==> src/rtl/char_lcd_4bit_sequencer_unit_defines.svh <==
// Assertion macros for the character LCD sequencer.
`ifndef CHAR_LCD_4BIT_SEQUENCER_UNIT_DEFINES_SVH
`define CHAR_LCD_4BIT_SEQUENCER_UNIT_DEFINES_SVH

// Same-cycle implication, checked on clk_i, off while in reset.
`define CLCD_ASSERT_IMP(lbl, ante, cons, msg) \
  lbl: assert property (@(posedge clk_i) disable iff (!rst_ni) (ante) |-> (cons)) \
    else $error(msg);

// Next-cycle implication, checked on clk_i, off while in reset.
`define CLCD_ASSERT_NXT(lbl, ante, cons, msg) \
  lbl: assert property (@(posedge clk_i) disable iff (!rst_ni) (ante) |=> (cons)) \
    else $error(msg);

`endif

==> src/rtl/clcd_pkg.sv <==
// Shared types, codes and constants of the character LCD sequencer.
package clcd_pkg;

  localparam int unsigned CmdW   = 3;
  localparam int unsigned ByteW  = 8;
  localparam int unsigned NibW   = 4;
  localparam int unsigned HoldW  = 18;
  localparam int unsigned StrW   = 10;
  localparam int unsigned PwrW   = 18;
  localparam int unsigned HomeW  = 16;
  localparam int unsigned ClrW   = 16;
  localparam int unsigned CfgIdxW = 2;
  localparam int unsigned CfgDataW = 18;
  localparam int unsigned QDEPTH = 2;

  // command codes on cmd_i
  localparam logic [CmdW-1:0] CMD_INIT    = 3'd0;
  localparam logic [CmdW-1:0] CMD_CHAR    = 3'd1;
  localparam logic [CmdW-1:0] CMD_END     = 3'd2;
  localparam logic [CmdW-1:0] CMD_RAWCMD  = 3'd3;
  localparam logic [CmdW-1:0] CMD_RAWDATA = 3'd4;

  // configuration register indexes
  localparam logic [CfgIdxW-1:0] REG_STROBE = 2'd0;
  localparam logic [CfgIdxW-1:0] REG_PWRUP  = 2'd1;
  localparam logic [CfgIdxW-1:0] REG_HOME   = 2'd2;
  localparam logic [CfgIdxW-1:0] REG_CLEAR  = 2'd3;

  localparam logic [StrW-1:0]  STROBE_RST = 10'd40;
  localparam logic [PwrW-1:0]  PWRUP_RST  = 18'd250000;
  localparam logic [HomeW-1:0] HOME_RST   = 16'd2000;
  localparam logic [ClrW-1:0]  CLEAR_RST  = 16'd20000;

  localparam logic [ByteW-1:0] NEWLINE_CHAR = 8'h0A;
  localparam logic [ByteW-1:0] LINE_TWO_CMD = 8'hC0;
  localparam logic [ByteW-1:0] HOME_CMD     = 8'h02;
  localparam logic [NibW-1:0]  WAKE_NIB     = 4'h3;
  localparam logic [NibW-1:0]  FOUR_BIT_NIB = 4'h2;
  localparam logic [HoldW-1:0] WAKE_WAIT_1  = 18'd150000;
  localparam logic [HoldW-1:0] WAKE_WAIT_2  = 18'd200;

  // wake-up step numbers
  localparam logic [3:0] WK_LOW    = 4'd0;
  localparam logic [3:0] WK_NIB3   = 4'd1;
  localparam logic [3:0] WK_HI1    = 4'd2;
  localparam logic [3:0] WK_LO1    = 4'd3;
  localparam logic [3:0] WK_HI2    = 4'd4;
  localparam logic [3:0] WK_LO2    = 4'd5;
  localparam logic [3:0] WK_HI3    = 4'd6;
  localparam logic [3:0] WK_LO3    = 4'd7;
  localparam logic [3:0] WK_NIB2   = 4'd8;
  localparam logic [3:0] WK_HI4    = 4'd9;
  localparam logic [3:0] WK_LO4    = 4'd10;

  // byte transfer step numbers
  localparam logic [3:0] BY_RS  = 4'd0;
  localparam logic [3:0] BY_HI  = 4'd1;
  localparam logic [3:0] BY_EH1 = 4'd2;
  localparam logic [3:0] BY_EL1 = 4'd3;
  localparam logic [3:0] BY_LO  = 4'd4;
  localparam logic [3:0] BY_EH2 = 4'd5;
  localparam logic [3:0] BY_EL2 = 4'd6;

  localparam logic [1:0] INIT_LAST_IDX = 2'd3;

  typedef enum logic [1:0] {
    JOB_INIT,
    JOB_BYTE,
    JOB_END
  } job_kind_e;

  typedef enum logic [1:0] {
    PH_IDLE,
    PH_LEAD,
    PH_WAKE,
    PH_BYTE
  } phase_e;

  typedef struct packed {
    job_kind_e        kind;
    logic [ByteW-1:0] data_byte;
    logic             is_data;
  } job_t;

  typedef struct packed {
    logic            rs;
    logic            en;
    logic [NibW-1:0] db;
    logic [HoldW-1:0] hold;
    logic            last;
  } res_t;

  typedef struct packed {
    logic [StrW-1:0]  strobe;
    logic [PwrW-1:0]  pwrup;
    logic [HomeW-1:0] home;
    logic [ClrW-1:0]  clear;
  } cfg_t;

  typedef struct packed {
    logic idle;
  } back_status_t;

  function automatic logic [ByteW-1:0] init_byte(input logic [1:0] idx);
    logic [ByteW-1:0] b;
    case (idx)
      2'd0:    b = 8'h28;
      2'd1:    b = 8'h06;
      2'd2:    b = 8'h0C;
      default: b = 8'h01;
    endcase
    return b;
  endfunction

endpackage

==> src/rtl/clcd_front.sv <==
// Front end: decodes commands into jobs and buffers them in a short queue.
module clcd_front #(
  parameter int unsigned QueueDepth = clcd_pkg::QDEPTH
) (
  input  logic                        clk_i,
  input  logic                        rst_ni,
  input  logic                        push,
  output logic                        full,
  input  logic [clcd_pkg::CmdW-1:0]   cmd_i,
  input  logic [clcd_pkg::ByteW-1:0]  data_byte_i,
  output logic                        job_valid_o,
  output clcd_pkg::job_t              job_o,
  input  logic                        job_pop_i
);
  import clcd_pkg::*;

  localparam int unsigned IdxW = (QueueDepth > 1) ? $clog2(QueueDepth) : 1;
  localparam int unsigned CntW = $clog2(QueueDepth + 1);
  localparam logic [IdxW-1:0] LastIdx = IdxW'(QueueDepth - 1);
  localparam logic [CntW-1:0] FullCnt = CntW'(QueueDepth);

  job_t            q_mem [QueueDepth];
  logic [IdxW-1:0] wr_ptr_q, wr_ptr_d, rd_ptr_q, rd_ptr_d;
  logic [CntW-1:0] count_q, count_d;
  job_t            dec_job;
  logic            dec_ok;
  logic            wr_en, rd_en;

  always_comb begin
    dec_ok            = 1'b1;
    dec_job.kind      = JOB_BYTE;
    dec_job.data_byte = data_byte_i;
    dec_job.is_data   = 1'b0;
    case (cmd_i)
      CMD_INIT: begin
        dec_job.kind = JOB_INIT;
      end
      CMD_CHAR: begin
        // newline turns into the second-line command
        if (data_byte_i == NEWLINE_CHAR) begin
          dec_job.data_byte = LINE_TWO_CMD;
        end else begin
          dec_job.is_data = 1'b1;
        end
      end
      CMD_END: begin
        dec_job.kind      = JOB_END;
        dec_job.data_byte = HOME_CMD;
      end
      CMD_RAWCMD: begin
        dec_job.is_data = 1'b0;
      end
      CMD_RAWDATA: begin
        dec_job.is_data = 1'b1;
      end
      default: begin
        dec_ok = 1'b0; // unknown command is dropped
      end
    endcase
  end

  assign full        = (count_q == FullCnt);
  assign wr_en       = push && !full && dec_ok;
  assign job_valid_o = (count_q != '0);
  assign rd_en       = job_pop_i && job_valid_o;
  assign job_o       = q_mem[rd_ptr_q];

  always_comb begin
    wr_ptr_d = wr_ptr_q;
    rd_ptr_d = rd_ptr_q;
    count_d  = count_q;
    if (wr_en) begin
      wr_ptr_d = (wr_ptr_q == LastIdx) ? '0 : wr_ptr_q + 1'b1;
    end
    if (rd_en) begin
      rd_ptr_d = (rd_ptr_q == LastIdx) ? '0 : rd_ptr_q + 1'b1;
    end
    if (wr_en && !rd_en) begin
      count_d = count_q + 1'b1;
    end else if (!wr_en && rd_en) begin
      count_d = count_q - 1'b1;
    end
  end

  always_ff @(posedge clk_i or negedge rst_ni) begin
    if (!rst_ni) begin
      wr_ptr_q <= '0;
      rd_ptr_q <= '0;
      count_q  <= '0;
    end else begin
      wr_ptr_q <= wr_ptr_d;
      rd_ptr_q <= rd_ptr_d;
      count_q  <= count_d;
    end
  end

  always_ff @(posedge clk_i) begin
    if (wr_en) begin
      q_mem[wr_ptr_q] <= dec_job;
    end
  end

endmodule

==> src/rtl/clcd_back.sv <==
// Back end: steps through the pin-level sequence of one job at a time, one result per step.
module clcd_back (
  input  logic                   clk_i,
  input  logic                   rst_ni,
  input  clcd_pkg::cfg_t         cfg_i,
  input  logic                   job_valid_i,
  input  clcd_pkg::job_t         job_i,
  output logic                   job_pop_o,
  input  logic                   slot_free_i,
  output logic                   res_valid_o,
  output clcd_pkg::res_t         res_o,
  output clcd_pkg::back_status_t status_o
);
  import clcd_pkg::*;

  phase_e           phase_q, phase_d;
  logic [3:0]       step_q, step_d;
  logic [1:0]       idx_q, idx_d;
  job_kind_e        kind_q;
  logic [ByteW-1:0] byte_q;
  logic             data_q;
  logic             rs_q, en_q;
  logic [NibW-1:0]  db_q;
  logic             take, emit;
  logic [ByteW-1:0] cur_byte;
  logic             final_byte;
  logic [HomeW-1:0] tail;
  logic [HoldW-1:0] strobe;

  assign take       = (phase_q == PH_IDLE) && job_valid_i;
  assign emit       = (phase_q != PH_IDLE) && slot_free_i;
  assign job_pop_o  = take;
  assign res_valid_o = emit;
  assign status_o.idle = (phase_q == PH_IDLE);

  assign cur_byte   = (kind_q == JOB_INIT) ? init_byte(idx_q) : byte_q;
  assign final_byte = (kind_q != JOB_INIT) || (idx_q == INIT_LAST_IDX);
  assign strobe     = HoldW'(cfg_i.strobe);

  always_comb begin
    case (kind_q)
      JOB_INIT: tail = final_byte ? cfg_i.clear : '0;
      JOB_END:  tail = cfg_i.home;
      default:  tail = '0;
    endcase
  end

  // next state
  always_comb begin
    phase_d = phase_q;
    step_d  = step_q;
    idx_d   = idx_q;
    case (phase_q)
      PH_IDLE: begin
        if (take) begin
          step_d  = '0;
          idx_d   = '0;
          phase_d = (job_i.kind == JOB_BYTE) ? PH_BYTE : PH_LEAD;
        end
      end
      PH_LEAD: begin
        if (emit) begin
          phase_d = (kind_q == JOB_INIT) ? PH_WAKE : PH_BYTE;
          step_d  = '0;
        end
      end
      PH_WAKE: begin
        if (emit) begin
          if (step_q == WK_LO4) begin
            phase_d = PH_BYTE;
            step_d  = '0;
          end else begin
            step_d = step_q + 1'b1;
          end
        end
      end
      PH_BYTE: begin
        if (emit) begin
          if (step_q == BY_EL2) begin
            step_d = '0;
            if (final_byte) begin
              phase_d = PH_IDLE;
            end else begin
              idx_d = idx_q + 1'b1;
            end
          end else begin
            step_d = step_q + 1'b1;
          end
        end
      end
      default: phase_d = PH_IDLE;
    endcase
  end

  // result of the current step
  always_comb begin
    res_o.rs   = rs_q;
    res_o.en   = en_q;
    res_o.db   = db_q;
    res_o.hold = '0;
    res_o.last = 1'b0;
    case (phase_q)
      PH_LEAD: begin
        res_o.hold = (kind_q == JOB_INIT) ? HoldW'(cfg_i.pwrup) : HoldW'(cfg_i.home);
      end
      PH_WAKE: begin
        case (step_q)
          WK_LOW: begin
            res_o.rs = 1'b0;
            res_o.en = 1'b0;
          end
          WK_NIB3: res_o.db = WAKE_NIB;
          WK_HI1, WK_HI2, WK_HI3: res_o.en = 1'b1;
          WK_LO1: begin
            res_o.en   = 1'b0;
            res_o.hold = WAKE_WAIT_1;
          end
          WK_LO2, WK_LO3: begin
            res_o.en   = 1'b0;
            res_o.hold = WAKE_WAIT_2;
          end
          WK_NIB2: begin
            res_o.db   = FOUR_BIT_NIB;
            res_o.hold = strobe;
          end
          WK_HI4: begin
            res_o.en   = 1'b1;
            res_o.hold = strobe;
          end
          default: res_o.en = 1'b0;
        endcase
      end
      PH_BYTE: begin
        case (step_q)
          BY_RS: begin
            res_o.rs   = data_q && (kind_q == JOB_BYTE);
            res_o.hold = strobe;
          end
          BY_HI: res_o.db = cur_byte[ByteW-1:NibW];
          BY_EH1, BY_EH2: begin
            res_o.en   = 1'b1;
            res_o.hold = strobe;
          end
          BY_EL1: begin
            res_o.en   = 1'b0;
            res_o.hold = strobe;
          end
          BY_LO: res_o.db = cur_byte[NibW-1:0];
          default: begin
            res_o.en   = 1'b0;
            res_o.hold = strobe + HoldW'(tail);
            res_o.last = final_byte;
          end
        endcase
      end
      default: res_o.hold = '0;
    endcase
  end

  always_ff @(posedge clk_i or negedge rst_ni) begin
    if (!rst_ni) begin
      phase_q <= PH_IDLE;
      step_q  <= '0;
      idx_q   <= '0;
      kind_q  <= JOB_BYTE;
      rs_q    <= 1'b0;
      en_q    <= 1'b0;
      db_q    <= '0;
    end else begin
      phase_q <= phase_d;
      step_q  <= step_d;
      idx_q   <= idx_d;
      if (take) begin
        kind_q <= job_i.kind;
      end
      if (emit) begin
        rs_q <= res_o.rs;
        en_q <= res_o.en;
        db_q <= res_o.db;
      end
    end
  end

  always_ff @(posedge clk_i) begin
    if (take) begin
      byte_q <= job_i.data_byte;
      data_q <= job_i.is_data;
    end
  end

endmodule

==> src/rtl/char_lcd_4bit_sequencer_unit.sv <==
// Top level of the 4-bit character LCD sequencer.
//
//  channel   | handshake       | payload
//  ----------+-----------------+-------------------------------------------
//  command   | push / full     | cmd_i, data_byte_i
//  result    | pop / empty     | rs_line_o, en_line_o, db_lines_o, hold_us_o, last_o
//  config    | cfg_we_i        | cfg_idx_i, cfg_wdata_i
//
// The back end takes a queued job while idle, then delivers one result per
// cycle while pop keeps up. The output register sets the pace.
// Reset restores the register defaults; the output result register is not reset.
// A full result register stalls the sequencer; a full job queue raises full.
module char_lcd_4bit_sequencer_unit #(
  parameter int unsigned QueueDepth = clcd_pkg::QDEPTH
) (
  input  logic                          clk_i,
  input  logic                          rst_ni,
  input  logic                          push,
  output logic                          full,
  input  logic [clcd_pkg::CmdW-1:0]     cmd_i,
  input  logic [clcd_pkg::ByteW-1:0]    data_byte_i,
  output logic                          empty,
  input  logic                          pop,
  output logic                          rs_line_o,
  output logic                          en_line_o,
  output logic [clcd_pkg::NibW-1:0]     db_lines_o,
  output logic [clcd_pkg::HoldW-1:0]    hold_us_o,
  output logic                          last_o,
  input  logic                          cfg_we_i,
  input  logic [clcd_pkg::CfgIdxW-1:0]  cfg_idx_i,
  input  logic [clcd_pkg::CfgDataW-1:0] cfg_wdata_i
);
  import clcd_pkg::*;

`include "char_lcd_4bit_sequencer_unit_defines.svh"

  cfg_t         cfg_q;
  job_t         job;
  logic         job_valid, job_pop;
  res_t         res_d, res_q;
  logic         res_load, res_valid_q;
  logic         slot_free;
  back_status_t back_status;

  always_ff @(posedge clk_i or negedge rst_ni) begin
    if (!rst_ni) begin
      cfg_q.strobe <= STROBE_RST;
      cfg_q.pwrup  <= PWRUP_RST;
      cfg_q.home   <= HOME_RST;
      cfg_q.clear  <= CLEAR_RST;
    end else if (cfg_we_i) begin
      case (cfg_idx_i)
        REG_STROBE: cfg_q.strobe <= cfg_wdata_i[StrW-1:0];
        REG_PWRUP:  cfg_q.pwrup  <= cfg_wdata_i[PwrW-1:0];
        REG_HOME:   cfg_q.home   <= cfg_wdata_i[HomeW-1:0];
        REG_CLEAR:  cfg_q.clear  <= cfg_wdata_i[ClrW-1:0];
        default:    cfg_q        <= cfg_q;
      endcase
    end
  end

  clcd_front #(
    .QueueDepth(QueueDepth)
  ) u_front (
    .clk_i       (clk_i),
    .rst_ni      (rst_ni),
    .push        (push),
    .full        (full),
    .cmd_i       (cmd_i),
    .data_byte_i (data_byte_i),
    .job_valid_o (job_valid),
    .job_o       (job),
    .job_pop_i   (job_pop)
  );

  assign slot_free = !res_valid_q || pop;

  clcd_back u_back (
    .clk_i       (clk_i),
    .rst_ni      (rst_ni),
    .cfg_i       (cfg_q),
    .job_valid_i (job_valid),
    .job_i       (job),
    .job_pop_o   (job_pop),
    .slot_free_i (slot_free),
    .res_valid_o (res_load),
    .res_o       (res_d),
    .status_o    (back_status)
  );

  // output register, refilled in the cycle the old result transfers
  always_ff @(posedge clk_i or negedge rst_ni) begin
    if (!rst_ni) begin
      res_valid_q <= 1'b0;
    end else if (res_load) begin
      res_valid_q <= 1'b1;
    end else if (pop) begin
      res_valid_q <= 1'b0;
    end
  end

  always_ff @(posedge clk_i) begin
    if (res_load) begin
      res_q <= res_d;
    end
  end

  assign empty      = !res_valid_q;
  assign rs_line_o  = res_q.rs;
  assign en_line_o  = res_q.en;
  assign db_lines_o = res_q.db;
  assign hold_us_o  = res_q.hold;
  assign last_o     = res_q.last;

  `CLCD_ASSERT_NXT(a_last_goes_idle, res_load && res_d.last, back_status.idle, "sequencer busy after last result")
  `CLCD_ASSERT_IMP(a_last_en_low, res_load && res_d.last, !res_d.en, "run ends with enable high")
  `CLCD_ASSERT_IMP(a_en_hold, res_load && res_d.en, (res_d.hold == HoldW'(cfg_q.strobe)) || (res_d.hold == '0), "bad enable-high hold")

endmodule

==> config.mk <==
export PLATFORM = sky130hd
export DESIGN_NAME = char_lcd_4bit_sequencer_unit
export DESIGN_NICKNAME = d
export VERILOG_FILES = /design/src/rtl/clcd_pkg.sv /design/src/rtl/clcd_front.sv /design/src/rtl/clcd_back.sv /design/src/rtl/char_lcd_4bit_sequencer_unit.sv
export VERILOG_INCLUDE_DIRS = /design/src /design/src/rtl
export SDC_FILE = /design/constraint.sdc
export NUM_CORES = 1
export LEC_CHECK = 0
export BUFFER_PORTS_ARGS = -buffer_cell sky130_fd_sc_hd__buf_2
export CORE_MARGIN = 1.5
export CORE_UTILIZATION = 35
export CTS_CLUSTER_DIAMETER = 200
export DETAILED_ROUTE_END_ITERATION = 8
export HOLD_SLACK_MARGIN = 0.12
export PLACE_DENSITY = 0.61
export SLEW_MARGIN = 10
export SYNTH_ARGS = -nofsm -noshare
export SYNTH_HDL_FRONTEND = slang
export SYNTH_HIERARCHICAL = 1
export SYNTH_SLANG_ARGS = --single-unit
export TNS_END_PERCENT = 30
==> constraint.sdc <==
create_clock -name clk_i -period 4.3 [get_ports clk_i]
set_clock_uncertainty 0.15 [all_clocks]
set_input_delay 0.86 -clock clk_i [delete_from_list [all_inputs] [get_ports clk_i]]
set_output_delay 0.86 -clock clk_i [all_outputs]
set_load 0.01 [all_outputs]
==> impl_metrics.toml <==
[outcome]
status = "completed"

[yosys]
ys_async_sr_fraction_pct = 59.1
synth_cells = 672
ys_warn_count = 6
synth_top_cells_by_area = "edfxtp_1 (23%), dfrtp_1 (20%), mux2_2 (7.6%), dfstp_2 (7.5%), nand2_1 (4.7%)"
seq_area_frac_synth_pct = 50.5
syn-cell-area_um2 = 7400
synth-edff-count = 56
yosysTopAreaCellShare_pct = 22.7
yosysUniqueCellTypes = 77
synth_fp_nets = 728
yosys.area.top_type = "edfxtp_1"
synth-seq-cells = 137
synth_flop_cell = "dfrtp_1"
avgSynthCellArea_um2 = 11.0

[finish]
nets = 785
layout_commonest_cell = "nand2_1"
n_antenna_cell = 0
syn_to_final_growth_pct = 15.4
final_cell_mix = "nand2_1 (93), nor2_1 (63), buf_2 (61), dfrtp_1 (60), edfxtp_1 (56)"
drive_gt1_share_pct = 28.6
post_layout_nonfiller_instances = 1017

[setup_path]
reg2regPathDepth = 14
r2r_end = "hold_us_o[12]"
crit_fanout = 11
crit_slowest_cell = "ha_1"
worstSetupPathType = "flip-flop to flip-flop"
crit_buf_inv = 1
critical_path.startpoint_type = "flip-flop"
slowest_delay_ns = 0.44
worstSetupEndpointType = "flip-flop"
timing.rr.start = "u_back/idx_q[1]"
crit_arrival_ns = 3.54
required_ns = 4.30
path_cells = "ha_1 > nand2_1 > nor2_1 > a21oi_1 > nor2_1 > ha_1 > inv_1 > fa_1 > nand2b_1 > a21oi_1 > o2111ai_1 > a21oi_1 > xnor2_1 > o22ai_1"
reg2reg_slack_ns = 0.77
crit_family = "adder cells"
path_common_cell = "a21oi_1"

[clock_network]
root_buffer = "clkbuf_16"
numCtsBuffers = 17
cts.sink_count = 137
htreeDepth = 4
tritoncts = "done"
cts_setup_buffers = 0
insertion_delay_ns = 0.42
clk_pin_slew_ns = 0.06
hold_buffers = 0
post_cts_resized = 0
cts_max_path_buffers = 2

[grt]
grt_usage_pct = 16.4
grt_pass1_vias = 5197
grt_pass1_wl_um = 27800
grt_max_degree = 82
grt_overflow = 0
antenna_found_initial = 0

[timing]
hold_violations = 0
worst_slew_pin_slew_ns = 1.09
fmax_mhz = 283
min_period_over_period_pct = 82.2
setup_violations = 0
maxSlewViolCount = 0
rsz0062_at_grt = "false"
fin_setup_tns_ns = 0
period_minus_slack_ns = 3.53
relSlewSlack_pct = 26.8

[floorplan]
num_rows = 53
start_util_pct = 35.4
ios = 63
die_w_um = 148
core_um2 = 20900
chipHeight_um = 148
die_area_um2 = 22000

[worst_hold_path]
hold_depth = 2
hold_end = "u_back/rs_q"
hold_class = "flip-flop to flip-flop"
min_from = "u_back/rs_q"

[detailed_routing]
vias = 5285
ant_nets = 0
wl_per_cell_um = 17.0
via_per_inst = 5.20
post-route-drc-count = 0
wirelength_um = 17300
dr.pass1.iters = 5
drt_iter0_drc = 528

[place]
place_congestion = 0.858
io_buffers = 62
place_inst = 985
dp_hpwl_um = 11900

[power_and_ir_drop]
vdd_drop_max_uv = 251
powerDensity_nw_per_um2 = 662
total_leakage_power_nw = 3.55

[flow_run]
max_cap_viol_count = 0
-- metal layers --
| layer | wire, um | global-route usage (%) | vias to the layer above |
|---|---|---|---|
| li1 | - | - | 2547 |
| met1 | 8150 | 22.0 | 2577 |
| met2 | 8120 | 26.4 | 143 |
| met3 | 803 | 3.74 | 18 |
| met4 | 219 | 5.40 | 0 |
| met5 | 0 | 0 | - |
-- kinds of logic after synthesis --
kind of cell	Yosys count	synth area share, %
simple gates	232	15.6
buf+inv	49	3.33
xor+xnor	18	2.13
mux	77	12.7
fa+ha+maj	21	3.62
flops	137	50.5
compound gates	138	12.2
-- where the power goes --
group | switching, W | internal (W) | total (W)
clock | 0.000574 | 0.000913 | 0.00149
sequential | 0.000305 | 0.00186 | 0.00216
combinational | 0.00119 | 0.000812 | 0.00200
total | 0.00207 | 0.00358 | 0.00565
-- how the worst max path moves through the flow --
stage | startpoint | endpoint | slack, ns | cells after the start
2_1_floorplan | u_back/idx_q[0] | hold_us_o[12] | 1.13 | 16
3_3_place_gp | u_back/idx_q[0] | hold_us_o[12] | 1.04 | 14
5_1_grt | u_back/idx_q[0] | hold_us_o[12] | 0.56 | 14
3_5_place_dp | u_back/idx_q[1] | hold_us_o[12] | 0.91 | 14
6_report | u_back/idx_q[1] | hold_us_o[12] | 0.77 | 14
4_1_cts | u_back/idx_q[1] | hold_us_o[12] | 0.84 | 14
-- tightest hold or removal path, delay by kind of cell (launching register included) --
kind	cells	cell delay (ns)
flip-flops	1	0.35
AND/OR/NAND/NOR	2	0.10
-- synthesized netlist by cell type (11+ instances only) --
library cell,n
a21oi_1,43
nand2_1,93
inv_1,15
mux2_4,20
xnor2_1,13
nor2b_1,18
edfxtp_1,56
buf_2,11
dfstp_2,21
dfrtp_1,60
mux2_2,50
o21ai_0,21
ha_1,19
nor2_1,64
-- final cells by class --
| cell class | instances | area, um2 |
|---|---|---|
| Fill cell | 1989 | 12400 |
| Sequential cell | 137 | 3730 |
| Multi-Input combinational cell | 486 | 3420 |
| Clock buffer | 17 | 425 |
| Timing Repair Buffer | 70 | 373 |
| Tap cell | 275 | 344 |
| Clock inverter | 15 | 175 |
| Inverter | 17 | 63.8 |
-- stage by stage --
stage / total power (W) / area [um2] / hold slack, ns / utilization (%) / worst slack (ns)
after CTS: 0.00569 / 8540 / 0.332 / 40.9 / 0.837
final: 0.00565 / 8540 / 0.327 / 40.9 / 0.768
after global routing: 0.00601 / 8540 / 0.350 / 40.9 / 0.561
after detailed placement: 0.00418 / 7940 / 0.312 / 38.0 / 0.913
after global placement: 0.00415 / 7940 / 0.308 / 38.0 / 1.04
after floorplan: 0.00356 / 7400 / 0.289 / - / 1.13
-- sequential cells by signal, indices dropped and copies added (netlist names), 2 cells and up --
signal	cells
cfg_q	60
db_lines_o	4
hold_us_o	18
u_back/byte_q	8
u_back/db_q	4
u_back/idx_q	2
u_back/kind_q	2
u_back/phase_q	2
u_back/step_q	4
u_front/count_q	2
u_front/q_mem	22
Power figures use the tool's default switching activity.
